### config.mk
export PLATFORM = sky130hd
export DESIGN_NAME = filtered_light_level_classifier
export DESIGN_NICKNAME = d
export VERILOG_FILES = /design/src/hdl/flc_pkg.sv /design/src/hdl/flc_filter.sv /design/src/hdl/flc_classify.sv /design/src/hdl/filtered_light_level_classifier.sv
export VERILOG_INCLUDE_DIRS = /design/src /design/src/hdl
export SDC_FILE = /design/constraint.sdc
export NUM_CORES = 1
export LEC_CHECK = 0
export BUFFER_PORTS_ARGS = -buffer_cell sky130_fd_sc_hd__buf_2
export CORE_ASPECT_RATIO = 1.4
export CORE_MARGIN = 2
export CORE_UTILIZATION = 32
export CTS_CLUSTER_DIAMETER = 50
export CTS_CLUSTER_SIZE = 25
export DETAILED_ROUTE_END_ITERATION = 10
export MAX_ROUTING_LAYER = met4
export PLACE_DENSITY = 0.45
export SYNTH_ARGS = -nofsm -noshare
export SYNTH_HDL_FRONTEND = slang
export SYNTH_SLANG_ARGS = --single-unit
### constraint.sdc
create_clock -name clk -period 10.25 [get_ports clk]
set_clock_uncertainty 0.05 [all_clocks]
set_input_delay 0 -clock clk [delete_from_list [all_inputs] [get_ports clk]]
set_output_delay 0 -clock clk [all_outputs]
set_load 0.02 [all_outputs]
### src/hdl/filtered_light_level_classifier_assert.svh
// ----------------------------------------------------------------------------
// Assertion macros for the filtered light level classifier
// Concurrent checks clocked on clk and disabled while arst_n is low.
// ----------------------------------------------------------------------------
`ifndef FILTERED_LIGHT_LEVEL_CLASSIFIER_ASSERT_SVH
`define FILTERED_LIGHT_LEVEL_CLASSIFIER_ASSERT_SVH

// Consequent must hold in the same cycle as the antecedent.
`define FLC_ASSERT_SAME(label, ante, cons, msg) \
	label: assert property (@(posedge clk) disable iff (!arst_n) (ante) |-> (cons)) \
		else $error(msg);

// Consequent must hold in the cycle after the antecedent.
`define FLC_ASSERT_NEXT(label, ante, cons, msg) \
	label: assert property (@(posedge clk) disable iff (!arst_n) (ante) |=> (cons)) \
		else $error(msg);

`endif

### src/hdl/flc_pkg.sv
// ----------------------------------------------------------------------------
// flc_pkg
// Shared widths, class codes, register indexes and the settings struct.
// ----------------------------------------------------------------------------
`timescale 1ns / 1ps
`default_nettype none

package flc_pkg;

	localparam int unsigned DATA_W    = 10;
	localparam int unsigned CLASS_W   = 2;
	localparam int unsigned CFG_IDX_W = 2;

	localparam logic [CLASS_W-1:0] CLASS_DARK  = 2'd0;
	localparam logic [CLASS_W-1:0] CLASS_LIGHT = 2'd1;
	localparam logic [CLASS_W-1:0] CLASS_SUN   = 2'd2;

	localparam logic [CFG_IDX_W-1:0] CFG_LIGHT_THR = 2'd0;
	localparam logic [CFG_IDX_W-1:0] CFG_SUN_THR   = 2'd1;
	localparam logic [CFG_IDX_W-1:0] CFG_HYST      = 2'd2;

	typedef logic [DATA_W-1:0]  level_t;
	typedef logic [CLASS_W-1:0] class_t;

	typedef struct packed {
		level_t light_thr;
		level_t sun_thr;
		level_t hyst;
	} cfg_t;

endpackage

`default_nettype wire

### src/hdl/flc_filter.sv
// ----------------------------------------------------------------------------
// flc_filter
// One step of the integer exponential average:
// new = old + floor((sample - old) / WEIGHT), exact for any weight in range.
// ----------------------------------------------------------------------------
`timescale 1ns / 1ps
`default_nettype none

module flc_filter #(
	parameter int unsigned WEIGHT = 8
) (
	input  wire flc_pkg::level_t sample,
	input  wire flc_pkg::level_t level,
	output flc_pkg::level_t      next_level
);

	localparam int unsigned DW = flc_pkg::DATA_W;
	localparam int unsigned LW = $clog2(WEIGHT);
	// biased numerator stays below 2^NW
	localparam int unsigned NW = DW + 1 + LW;
	localparam int unsigned SH = NW + LW;
	localparam int unsigned MW = SH + 1;
	localparam int unsigned PW = NW + MW;
	// reciprocal rounded up; error times numerator stays below 2^SH
	localparam longint unsigned MUL = ((longint'(1) << SH) + longint'(WEIGHT) - 1)
		/ longint'(WEIGHT);
	localparam logic [NW-1:0]   OFFSET = NW'(longint'(WEIGHT) << DW);
	localparam logic [DW+1:0]   BIAS   = (DW + 2)'(1) << DW;

	logic signed [DW:0]   diff;
	logic        [NW-1:0] num;
	logic        [PW-1:0] prod;
	logic        [DW:0]   quot;
	logic        [DW+1:0] sum;

	// bias the signed difference positive so the divide floors correctly
	assign diff       = signed'({1'b0, sample}) - signed'({1'b0, level});
	assign num        = OFFSET + NW'(diff);
	assign prod       = PW'(num) * PW'(MW'(MUL));
	assign quot       = prod[SH +: DW + 1];
	assign sum        = {2'b00, level} + {1'b0, quot} - BIAS;
	assign next_level = sum[DW-1:0];

endmodule

`default_nettype wire

### src/hdl/flc_classify.sv
// ----------------------------------------------------------------------------
// flc_classify
// Threshold compare with hysteresis bands; keeps the old class inside a band.
// ----------------------------------------------------------------------------
`timescale 1ns / 1ps
`default_nettype none

module flc_classify (
	input  wire flc_pkg::level_t level,
	input  wire flc_pkg::class_t prev_class,
	input  wire flc_pkg::cfg_t   cfg,
	output flc_pkg::class_t      next_class
);

	localparam int unsigned CW = flc_pkg::DATA_W + 2;

	logic signed [CW-1:0] lvl;
	logic signed [CW-1:0] sun_hi;
	logic signed [CW-1:0] sun_lo;
	logic signed [CW-1:0] light_hi;
	logic signed [CW-1:0] light_lo;

	// signed compares: a band edge below zero never matches
	assign lvl      = signed'({2'b00, level});
	assign sun_hi   = signed'({2'b00, cfg.sun_thr})   + signed'({2'b00, cfg.hyst});
	assign sun_lo   = signed'({2'b00, cfg.sun_thr})   - signed'({2'b00, cfg.hyst});
	assign light_hi = signed'({2'b00, cfg.light_thr}) + signed'({2'b00, cfg.hyst});
	assign light_lo = signed'({2'b00, cfg.light_thr}) - signed'({2'b00, cfg.hyst});

	always_comb begin
		next_class = prev_class;
		if (lvl > sun_hi) begin
			next_class = flc_pkg::CLASS_SUN;
		end else if (lvl < sun_lo && lvl > light_hi) begin
			next_class = flc_pkg::CLASS_LIGHT;
		end else if (lvl < light_lo) begin
			next_class = flc_pkg::CLASS_DARK;
		end
	end

endmodule

`default_nettype wire

### src/hdl/filtered_light_level_classifier.sv
// ----------------------------------------------------------------------------
// filtered_light_level_classifier
// Smooths light sensor samples and classifies the level as dark, light or sun.
// ----------------------------------------------------------------------------
// Each 10-bit sample beat is smoothed by an integer exponential average of
// weight FILTER_WEIGHT (1 to 64) and the smoothed level is classified against
// the light and sun thresholds, each widened by +/- hysteresis; inside a band
// the previous class is kept. Every sample gives exactly one result beat
// carrying the class (0 dark, 1 light, 2 sun) and the filtered level. The
// block takes one sample per clock unless the result channel stalls: a sample
// is captured in the input register and its result in the output register.
// The rate is set by the filter feedback loop through the level register (one
// constant multiply and the band compares). Both start from zero level and
// class dark after reset. Thresholds and hysteresis are written through the
// cfg port (index 0 light threshold, 1 sun threshold, 2 hysteresis; other
// indexes are dropped); cfg_ready is always high. The user must write them
// only while no sample is in flight; the block itself does not enforce this.
// ----------------------------------------------------------------------------
`timescale 1ns / 1ps
`default_nettype none

`include "filtered_light_level_classifier_assert.svh"

module filtered_light_level_classifier #(
	parameter int unsigned FILTER_WEIGHT = 8
) (
	input  wire                                 clk,
	input  wire                                 arst_n,
	// sample channel
	input  wire                                 in_valid,
	output logic                                in_ready,
	input  wire  [flc_pkg::DATA_W-1:0]          sample,
	// result channel
	output logic                                out_valid,
	input  wire                                 out_ready,
	output logic [flc_pkg::CLASS_W-1:0]         light_class,
	output logic [flc_pkg::DATA_W-1:0]          filtered_value,
	// settings write channel
	input  wire                                 cfg_valid,
	output logic                                cfg_ready,
	input  wire  [flc_pkg::CFG_IDX_W-1:0]       cfg_index,
	input  wire  [flc_pkg::DATA_W-1:0]          cfg_data
);

	// settings
	flc_pkg::cfg_t   cfg_q;

	// input register
	logic            valid_s1;
	flc_pkg::level_t sample_s1;

	// result register; it also holds the filter and class state
	logic            out_valid_q;
	flc_pkg::level_t level_q;
	flc_pkg::class_t class_q;

	// handshake
	logic            out_take;
	logic            adv_s1;

	flc_pkg::level_t next_level;
	flc_pkg::class_t next_class;

	// used by the checks only
	logic [flc_pkg::DATA_W:0] sun_hi_chk;

	// Advance the input stage whenever the result register is empty or drains.
	assign out_take  = !out_valid_q || out_ready;
	assign adv_s1    = valid_s1 && out_take;
	assign in_ready  = !valid_s1 || out_take;
	assign cfg_ready = 1'b1;

	assign out_valid      = out_valid_q;
	assign filtered_value = level_q;
	assign light_class    = class_q;

	// Write settings; drop writes to unknown indexes.
	always_ff @(posedge clk or negedge arst_n) begin
		if (!arst_n) begin
			cfg_q <= '0;
		end else if (cfg_valid) begin
			unique case (cfg_index)
				flc_pkg::CFG_LIGHT_THR: cfg_q.light_thr <= cfg_data;
				flc_pkg::CFG_SUN_THR:   cfg_q.sun_thr   <= cfg_data;
				flc_pkg::CFG_HYST:      cfg_q.hyst      <= cfg_data;
				default: ;
			endcase
		end
	end

	// Input stage: load a new beat whenever the stage is free or moving on.
	always_ff @(posedge clk or negedge arst_n) begin
		if (!arst_n) begin
			valid_s1 <= 1'b0;
		end else if (in_ready) begin
			valid_s1 <= in_valid;
		end
	end

	always_ff @(posedge clk) begin
		if (in_ready && in_valid) begin
			sample_s1 <= sample;
		end
	end

	flc_filter #(
		.WEIGHT (FILTER_WEIGHT)
	) u_filter (
		.sample     (sample_s1),
		.level      (level_q),
		.next_level (next_level)
	);

	flc_classify u_classify (
		.level      (next_level),
		.prev_class (class_q),
		.cfg        (cfg_q),
		.next_class (next_class)
	);

	// Result stage: the state moves only when a result is loaded, so a
	// stalled result keeps the filter and class where they were.
	always_ff @(posedge clk or negedge arst_n) begin
		if (!arst_n) begin
			out_valid_q <= 1'b0;
			level_q     <= '0;
			class_q     <= flc_pkg::CLASS_DARK;
		end else begin
			if (out_take) begin
				out_valid_q <= valid_s1;
			end
			if (adv_s1) begin
				level_q <= next_level;
				class_q <= next_class;
			end
		end
	end

	assign sun_hi_chk = {1'b0, cfg_q.sun_thr} + {1'b0, cfg_q.hyst};

	`FLC_ASSERT_NEXT(a_accept_fills_s1, in_valid && in_ready, valid_s1,
		"accepted sample beat did not reach the input stage")
	`FLC_ASSERT_NEXT(a_adv_gives_result, adv_s1, out_valid,
		"advanced sample produced no result beat")
	`FLC_ASSERT_SAME(a_stall_holds_s1, valid_s1 && out_valid_q && !out_ready, !adv_s1,
		"input stage advanced into a stalled result register")
	`FLC_ASSERT_NEXT(a_level_between, adv_s1,
		(filtered_value >= $past(level_q) && filtered_value <= $past(sample_s1)) ||
		(filtered_value <= $past(level_q) && filtered_value >= $past(sample_s1)),
		"filtered level left the span between old level and sample")
	`FLC_ASSERT_NEXT(a_sun_above_band, adv_s1 && ({1'b0, next_level} > sun_hi_chk),
		light_class == flc_pkg::CLASS_SUN,
		"level above the sun band not classified as sun")

endmodule

`default_nettype wire

==> run metrics, run 1 <==
WL/cell=15.30 um; R2R Path Start=filtered_value[2]; post-synthesis sequential area ratio=27.07%; post-synthesis mux area share=7.614%; Core Footprint=16030 sq um; number of synthesized register bits=54; clock sink total=54; largest family of logic cells by synthesized area=adder cells; CP bufs+invs=1; Bufs on Longest Clock Path=2; via count of the first global-routing pass=4191; Unique masters post-synth=71; DRT Pass-1 Iters=4; CTS tree=done; clock latency on the worst-skew pair=0.30 ns; CP endpoint kind=flip-flop; Post-synth top cells=90 x ha_1, 44 x dfrtp_1, 43 x inv_1; DIE HEIGHT=154.5 um; Cell Area, Synth=5176 sq um; 1st-iter DRT viols=137; nets@finish=708; Slew Viols, Final=0; compound-cell area share of the yosys netlist=16.36%; final wirelength=12020 um; Area Overhead vs Synth=15.25%; Cells on Worst Hold Path=4; Hold Buf Count CTS=24; grt ovf=0; area leader, netlist=ha_1; status=finished clean; R2R cell count=23; crit path max fanout=5; Critical Path, Cell by Cell=inv_1 -> ha_1 -> a21oi_2 -> o21ai_2 -> and2_1 -> o21a_1 -> o31a_1 -> ha_1 -> a21o_1 -> a21oi_1 -> o21bai_1 -> a21oi_1 -> o21bai_1 -> a21oi_1 -> xnor2_1 -> ha_1 -> and4_1 -> o311a_1 -> o211a_1 -> o32ai_1 -> maj3_2 -> o221a_1 -> a211o_1; Startpoint Class=flip-flop; vias per cell=4.961; final period utilization=49.82%; setup TNS=0 ns; syn_nets=648; number of antenna diodes=0; R2R Path End=light_class[1]; WP data required=10.39 ns; min Tclk post-route=5.107 ns; H-tree levels=2; Root Buffer=clkbuf_16; initial core utilization=32.28%; CTS Buf Count=5; critical path type=flip-flop to flip-flop; gpl congestion=0.8214; detailed-placement wirelength estimate=10100 um; row cnt=55; Synth top area share=21.75%; Yosys warning count=0; Setup-failing EPs final=0; Tot GR Track Use=15.01%; largest net degree at the start of global routing=45; Port Buf Inserts=40; DRC viols=0; Critical Path Max Stage Delay=0.38 ns; Synth Area in Adders=24.29%; max_cap viols=0; io pins=42; hold_sp=cfg_index[1]; R2R Setup Slk=5.14 ns; Post-synth EDFFs=10; routed via count=3899; Syn Inst Count=526; Crit path max-delay family=compound AO/OA/AOI/OAI gates; worst-margin pin slew=1.032 ns; Slowest cell on crit path=dfrtp_1; Hold Fails Final Rpt=0; Mapped Avg Cell Area=9.841 sq um; die extent in x=111.5 um; worst hold slack=0.1600 ns; max_slew headroom=31.22%; fmax=195.8 MHz; XOR/XNOR Fraction of Synth Area=7.300%; post-CTS sizing=0; Hold Path Sink=cfg_q[20]; first-pass GRT wire length=20340 um; Final ANT Viol Nets=0; share of layout cells above drive strength 1=18.06%; largest cells by area after synthesis=ha_1 22%, dfrtp_1 21%, mux2_2 7.6%; Post-synth top flop=dfrtp_1; initial antenna violation count=0; Synth Area in Simple Gates=12.91%; clock-pin slew on the worst setup and hold paths=0.07 ns; ys async rst share=81.48%; total die area=17220 sq um; Hold Path Class=primary input to flip-flop; unrepaired setup endpoints after global routing=false; most frequent cell after synthesis=ha_1; Worst EP arrival=5.24 ns; Post-CTS Setup Repair Bufs=0
## flip-flops by register name (all words and copies together), names as in the netlist
register and cells:
out_valid 1, cfg_q 30, sample_s1 10, light_class 2, filtered_value 10, valid_s1 1
## worst min-delay path, stage by stage
cell and delay, ns:
buf_2 0.09, nor3b_1 0.05, buf_4 0.19, o21ai_0 0.15
## cells by family (layout without fill, tap and decap cells)
group | Yosys count | after routing
AO/OA/AOI/OAI | 122 | 122
adder cells (fa/ha/maj) | 98 | 98
flip-flops | 54 | 54
buffers and inverters | 57 | 118
XOR/XNOR | 41 | 41
multiplexers | 35 | 35
AND/OR/NAND/NOR | 118 | 118
other | 1 | 1
## how the worst max path moves through the flow
| stage | from | to | slack (ns) | depth (start not counted) |
|---|---|---|---|---|
| final | filtered_value[2] | light_class[1] | 5.14 | 23 |
| after global routing | filtered_value[2] | light_class[1] | 4.71 | 23 |
| after floorplan | filtered_value[2] | light_class[1] | 5.44 | 23 |
| after detailed placement | filtered_value[2] | light_class[1] | 5.17 | 23 |
| after CTS | filtered_value[2] | light_class[1] | 5.14 | 23 |
| after global placement | filtered_value[2] | light_class[1] | 5.29 | 23 |
## per-stage QoR
step                utilization (%)  setup WS [ns]  cell area, sq um  instances
detailed placement            34.77          5.168              5575        754
CTS                           37.21          5.142              5966        786
global placement              34.77          5.287              5575        754
finish                        37.21          5.143              5966        786
floorplan                         -          5.441              5176        526
global route                  37.21          4.707              5966        786
## layout by cell type (no fill, tap or decap), drive strengths merged, types with 3 or more instances in the layout
cell	netlist	routed
a211oi	4	4
a21o	6	6
a21oi	44	44
buf	6	41
clkbuf	6	6
dfrtp	44	44
dlygate4sd3	0	24
edfxtp	10	10
fa	5	5
ha	90	90
inv	45	46
maj3	3	3
mux2	35	35
nand2	17	17
nand2b	9	9
nand3b	4	4
nand4	4	4
nor2	32	32
nor2b	20	20
nor3	12	12
o211a	3	3
o211ai	4	4
o21a	6	6
o21ai	22	22
o21bai	7	7
o31a	3	3
o31ai	4	4
or3	6	6
xnor2	28	28
xor2	13	13
## routing by layer
metal  routed length, um  track usage (%)  vias up  share of wire [%]
met2                6528            28.48       42                 54
met3                 188            1.254       22                1.6
met1                4959            16.09     1845                 41
met5                   0                -        -                  0
met4                 347            5.761        0                2.9
li1                    -                -     1990                  -
## cell type report
cell class	instances	area, sq um
inverters	45	168.9
repair buffers	65	447.9
clock inverters	2	11.26
flip-flops and latches	54	1401
multi-input cells	415	3548
well taps	199	249.0
clock buffers	6	138.9
fillers	1650	10070
Power of run 1 is not shown: default switching activity piles up to over one toggle a cycle in this logic, so the estimate is an artifact.
==> run 2: changes to the inputs <==
Settings changed: PLACE_DENSITY 0.45 to 0.47.
Clock period 10.25 ns to 4.5 ns, I/O delays scaled along.
==> run metrics, run 2 (synthesis results as in run 1) <==
setup TNS=-0.1238 ns (-0.1238 ns); Area Overhead vs Synth=19.24%; registers with the most flip-flops=cfg_q x30, filtered_value x10, sample_s1 x10; total die area=17220 sq um (unchanged); # fillers=1631 (-1.2%); clock-pin slew on the worst setup and hold paths=0.07 ns (about the same); Critical Path, Cell by Cell=ha_4 -> a21oi_2 -> o21ai_2 -> and2_4 -> o21a_1 -> o31a_1 -> ha_4 -> a21o_1 -> a21oi_2 -> o21bai_1 -> a21oi_2 -> o21bai_1 -> a21oi_2 -> xnor2_2 -> ha_1 -> and4_1 -> o311a_1 -> o211a_1 -> o32ai_2 -> maj3_2 -> o221a_1 -> a211o_1; critical path type=flip-flop to flip-flop; leading cell type in the layout, fill and taps excluded=ha_1; die extent in x=111.5 um (unchanged); detailed-placement wirelength estimate=10160 um (+0.62%); Setup-failing EPs final=2 (+2); Core Footprint=16030 sq um (unchanged); CTS Buf Count=5 (unchanged); 1st-iter DRT viols=130 (-5.1%); Root Buffer=clkbuf_16; final wirelength=12190 um (+1.4%); DRC viols=0 (unchanged); Worst EP arrival=4.72 ns (-0.52 ns); via count of the first global-routing pass=4276 (+2.0%); Hold Fails Final Rpt=0 (unchanged); Bufs on Longest Clock Path=2 (unchanged); gpl congestion=0.8314 (+1.2%); CP endpoint kind=flip-flop; Top reg by flops=cfg_q; clock latency on the worst-skew pair=0.30 ns (about the same); vias per cell=4.932 (-0.59%); min Tclk post-route=4.579 ns (-0.5277 ns); H-tree levels=2 (unchanged); CP bufs+invs=0 (-1); largest net degree at the start of global routing=45 (unchanged); worst-margin pin slew=1.027 ns (-0.004358 ns); clock sink total=54 (unchanged); most frequent cells in the layout=87 x ha_1, 42 x inv_1, 42 x dfrtp_1; io pins=42 (unchanged); WL/cell=15.18 um (-0.79%); DRT Pass-1 Iters=4 (unchanged); nets@finish=725 (+2.4%); status=finished, violations left; share of layout cells above drive strength 1=23.01% (+5.0 points); Critical Path Max Stage Delay=0.42 ns (+0.04 ns); CTS tree=done; Slew Viols, Final=0 (unchanged); min setup slack post-route=-0.07880 ns (-5.222 ns); max_cap viols=0 (unchanged); Final ANT Viol Nets=0 (unchanged); first-pass GRT wire length=20510 um (+0.81%); routed via count=3960 (+1.6%); initial antenna violation count=0 (unchanged); Crit path max-delay family=compound AO/OA/AOI/OAI gates; max_slew headroom=31.51% (+0.29 points); number of antenna diodes=0 (unchanged); failing checks=setup timing; grt ovf=0 (unchanged); initial core utilization=32.28% (unchanged); Tot GR Track Use=15.10% (+0.092 points); crit path max fanout=3 (-2); WP data required=4.64 ns (-5.75 ns); CP dominant cell by count=a21oi_2; max reg flops=30 (unchanged); row cnt=55 (unchanged); Port Buf Inserts=40 (unchanged); Hold Path Class=primary input to flip-flop; fmax=218.4 MHz (+12%); Slowest cell on crit path=edfxtp_1; Startpoint Class=flip-flop; final period utilization=101.8% (+52 points); unrepaired setup endpoints after global routing=true; DIE HEIGHT=154.5 um (unchanged)
## run 2: cell types whose count changed in the layout (fill, tap and decap cells not counted), moves of 3 or more
| cell | before | now |
|---|---|---|
| ha_1 | 90 | 87 |
| a21oi_2 | 3 | 6 |
| a21oi_1 | 41 | 38 |
| buf_4 | 1 | 18 |
## run 2: worst paths after layout
kind / from / slack [ns] / cells past startpoint / to
min: cfg_index[1] / 0.1 / 4 / cfg_q[20]
min in group asynchronous: arst_n / 0.36 / 2 / cfg_q[21]
max in group asynchronous: arst_n / 3.34 / 2 / filtered_value[1]
min reg2reg: valid_s1 / 0.47 / 1 / out_valid
max: sample_s1[2] / -0.08 / 22 / light_class[1]
max reg2reg: sample_s1[2] / -0.08 / 22 / light_class[1]
## run 2: metal layers
| metal | track usage (%) | share of wire (%) | vias up |
|---|---|---|---|
| met5 | - | 0 | - |
| li1 | - | - | 2027 |
| met3 | 1.332 | 1.8 | 15 |
| met1 | 15.72 | 41 | 1876 |
| met2 | 30.08 | 56 | 42 |
| met4 | 3.939 | 1.5 | 0 |
## run 2: cell type report
class / instances / area [sq um] / area share, %
inverter: 45 / 168.9 / 2.737
timing repair buffer: 82 / 575.6 / 9.325
clock inverter: 2 / 11.26 / 0.1824
multi-input combinational: 415 / 3625 / 58.73
clock buffer: 6 / 138.9 / 2.250
sequential: 54 / 1404 / 22.74
tap: 199 / 249.0 / 4.034
## run 2: what timing repair did
item                                    CTS  global route
endpoints found under the hold margin    86             0
endpoints found under the setup margin    2             2
resized for setup                         0             4
pin swaps                                 1             1
hold buffers                             24             0
setup buffers                             2             0
## run 2: metrics by stage
stage | utilization, % | setup slack (ns) | hold slack [ns] | instance area [sq um] | cells
4_1_cts | 38.35 | -0.06883 | 0.1092 | 6150 | 803
3_3_place_gp | 35.83 | 0.05106 | 0.1277 | 5744 | 769
6_report | 38.49 | -0.07880 | 0.09986 | 6172 | 803
2_1_floorplan | - | 0.006251 | -0.3456 | 5228 | 526
3_5_place_dp | 35.83 | -0.05119 | 0.1288 | 5744 | 769
5_1_grt | 38.49 | -0.3318 | 0.1727 | 6172 | 803
## run 2: tightest hold or removal path: cells and delay by family
kind | cells | cell delay (ns)
compound gates | 1 | 0.06
simple gates | 2 | 0.23
buf+inv | 1 | 0.10
Power of run 2 is left out for the same reason.
==> run 3: changes to the inputs <==
Settings changed: SYNTH_HIERARCHICAL from default to 1.
==> run metrics, run 3 <==
clock latency on the worst-skew pair=0.29 ns (about the same); critical path type=flip-flop to flip-flop; Tot GR Track Use=16.11% (+1.0 points); largest net degree at the start of global routing=45 (unchanged); Post-synth EDFFs=10 (unchanged); Slowest cell on crit path=o41ai_4; Critical Path, Cell by Cell=inv_2 -> ha_4 -> a21oi_2 -> o21ai_2 -> a21oi_2 -> o21bai_4 -> buf_6 -> a2111oi_4 -> nor3_1 -> ha_2 -> o41ai_4 -> mux2i_2 -> xnor2_2 -> xnor2_2 -> ha_4 -> nand3_4 -> and3_4 -> a2111oi_4 -> o31ai_1 -> or3_1 -> a31o_1 -> mux2_4; clock-pin slew on the worst setup and hold paths=0.07 ns (about the same); vias per cell=4.962 (+0.61%); Syn Inst Count=536 (+1.9%); crit path launch=filtered_value[2]; final wirelength=13560 um (+11%); min setup slack post-route=-0.5580 ns (-0.4792 ns); leading cell type in the layout, fill and taps excluded=ha_1; max_cap viols=0 (unchanged); Synth top area share=22.00% (+0.24 points); status=finished, violations left; io pins=42 (unchanged); area leader, netlist=ha_1; WP data required=4.63 ns (about the same); Yosys warning count=6 (+6); registers with the most flip-flops=cfg_q x30, filtered_value x10, sample_s1 x10; via count of the first global-routing pass=4516 (+5.6%); routed via count=4262 (+7.6%); Root Buffer=clkbuf_16; R2R cell count=22 (unchanged); unrepaired setup endpoints after global routing=true; largest cells by area after synthesis=ha_1 22%, dfrtp_1 20%, mux2_4 8.2%; Slew Viols, Final=0 (unchanged); max reg flops=30 (unchanged); Mapped Avg Cell Area=10.19 sq um (+3.5%); crit path max fanout=5 (+2); R2R Path Start=filtered_value[2]; CTS tree=done; CP Capture Point=light_class[1]; worst-margin pin slew=1.039 ns (+0.01154 ns); gpl congestion=0.8217 (-1.2%); Unique masters post-synth=73 (+2.8%); final period utilization=112.4% (+11 points); Bufs on Longest Clock Path=2 (unchanged); syn_nets=664 (+2.5%); Setup-failing EPs final=2 (unchanged); R2R Path End=light_class[1]; Final ANT Viol Nets=0 (unchanged); H-tree levels=2 (unchanged); die extent in x=114.4 um (+2.6%); Top reg by flops=cfg_q; DRC viols=0 (unchanged); min Tclk post-route=5.058 ns (+0.4792 ns); Critical Path Max Stage Delay=0.44 ns (+0.02 ns); Area Overhead vs Synth=25.89%; Worst EP arrival=5.19 ns (+0.47 ns); CTS Buf Count=5 (unchanged); nets@finish=784 (+8.1%); worst hold slack=0.07067 ns (-0.02919 ns); Crit path depth=22 (unchanged); row cnt=56 (+1.8%); max_slew headroom=30.74% (-0.77 points); first-pass GRT wire length=22200 um (+8.2%); most frequent cells in the layout=90 x ha_1, 64 x buf_4, 52 x inv_1; CP endpoint kind=flip-flop; number of synthesized register bits=54 (unchanged); grt ovf=0 (unchanged); WL/cell=15.79 um (+4.0%); Post-synth top cells=96 x ha_1, 53 x inv_1, 44 x dfrtp_1; number of antenna diodes=0 (unchanged); Cells on Worst Hold Path=3 (-1); Cell Area, Synth=5460 sq um (+5.5%); total die area=18140 sq um (+5.3%); post-synthesis sequential area ratio=25.66% (-1.4 points); Hold Fails Final Rpt=0 (unchanged); ys async rst share=81.48% (unchanged); # fillers=1656 (+1.5%); R2R Setup Slk=-0.56 ns (-0.48 ns); fmax=197.7 MHz (-9.5%); 1st-iter DRT viols=193 (+48%); Crit path max-delay family=compound AO/OA/AOI/OAI gates; share of layout cells above drive strength 1=30.95% (+7.9 points); most frequent cell after synthesis=ha_1; initial core utilization=32.61% (+0.32 points); DIE HEIGHT=158.6 um (+2.6%); detailed-placement wirelength estimate=11320 um (+11%); CP bufs+invs=2 (+2); Port Buf Inserts=40 (unchanged); initial antenna violation count=0 (unchanged); Hold Path Class=primary input to flip-flop; clock sink total=54 (unchanged); failing checks=setup timing; Startpoint Class=flip-flop; Core Footprint=16750 sq um (+4.4%); Post-synth top flop=dfrtp_1; DRT Pass-1 Iters=6 (+2)
## run 3: changes by cell type in the layout (fill, tap and decap cells not counted), moves of 5 or more
cell,previous run,this run
a21oi_1,38,25
mux2_4,0,31
xor2_1,12,18
mux2_2,35,11
o21ai_0,18,12
nor2b_1,19,8
nor2_1,31,23
inv_1,42,52
buf_4,18,64
a31oi_1,0,5
## run 3: what timing repair did
action / 4_1_cts / 5_1_grt
hold endpoints to repair: 85 / 0
gates cloned: 0 / 0
gates resized for setup: 19 / 11
endpoints found under the setup margin: 2 / 2
buffers inserted: 6 / 2
pin swaps: 19 / 13
hold buffers: 23 / 0
## run 3: worst register-to-register path, delay by kind of cell, from the launching register on
kind	cells	cell delay, ns
simple gates	4	0.68
compound gates	9	1.96
xor+xnor	2	0.31
buf+inv	2	0.21
fa+ha+maj	3	0.74
mux	2	0.58
flops	1	0.41
## run 3: final cells by class
class	count	area, sq um	share of cell area [%]
well taps	203	254.0	3.695
inverters	54	202.7	2.949
multi-input cells	413	3955	57.54
clock inverters	2	10.01	0.1456
clock buffers	5	125.1	1.820
repair buffers	128	922.1	13.41
flip-flops and latches	54	1405	20.44
## run 3: layer usage
| metal | up-vias | wire length (um) | track usage (%) |
|---|---|---|---|
| met5 | - | 0 | - |
| met4 | 0 | 399 | 5.923 |
| met3 | 26 | 287 | 1.789 |
| met2 | 58 | 7517 | 30.85 |
| met1 | 2016 | 5355 | 16.78 |
| li1 | 2162 | - | - |
## run 3: kinds of logic after synthesis
group | count (synthesis) | synth area share (%)
AOI/OAI and AO/OA | 126 | 16.59
adders and majority gates | 101 | 23.83
muxes | 43 | 10.91
xor gates and xnor gates | 43 | 7.035
and+or+nand+nor | 99 | 10.27
DFF | 54 | 25.66
buffers and inverters | 69 | 5.637
other | 1 | 0.06868
## run 3: how the worst min path moves through the flow
stage,startpoint,to
after floorplan,arst_n,cfg_q[0]
after global placement,sample[0],sample_s1[0]
after detailed placement,sample[7],sample_s1[7]
after CTS,out_ready,out_valid
after global routing,out_ready,out_valid
final,out_ready,out_valid
## run 3: through the flow
stage / setup TNS [ns] / cell area, sq um / instances / utilization (%) / setup WS [ns]
floorplan: -0.3104 / 5500 / 536 / - / -0.2310
global placement: -1.126 / 6285 / 822 / 37.53 / -0.6435
detailed placement: -1.239 / 6285 / 822 / 37.53 / -0.6869
CTS: -1.126 / 6803 / 858 / 40.62 / -0.6393
global route: -1.388 / 6874 / 859 / 41.05 / -0.7631
finish: -0.9477 / 6874 / 859 / 41.05 / -0.5580
Power of run 3 is left out for the same reason.
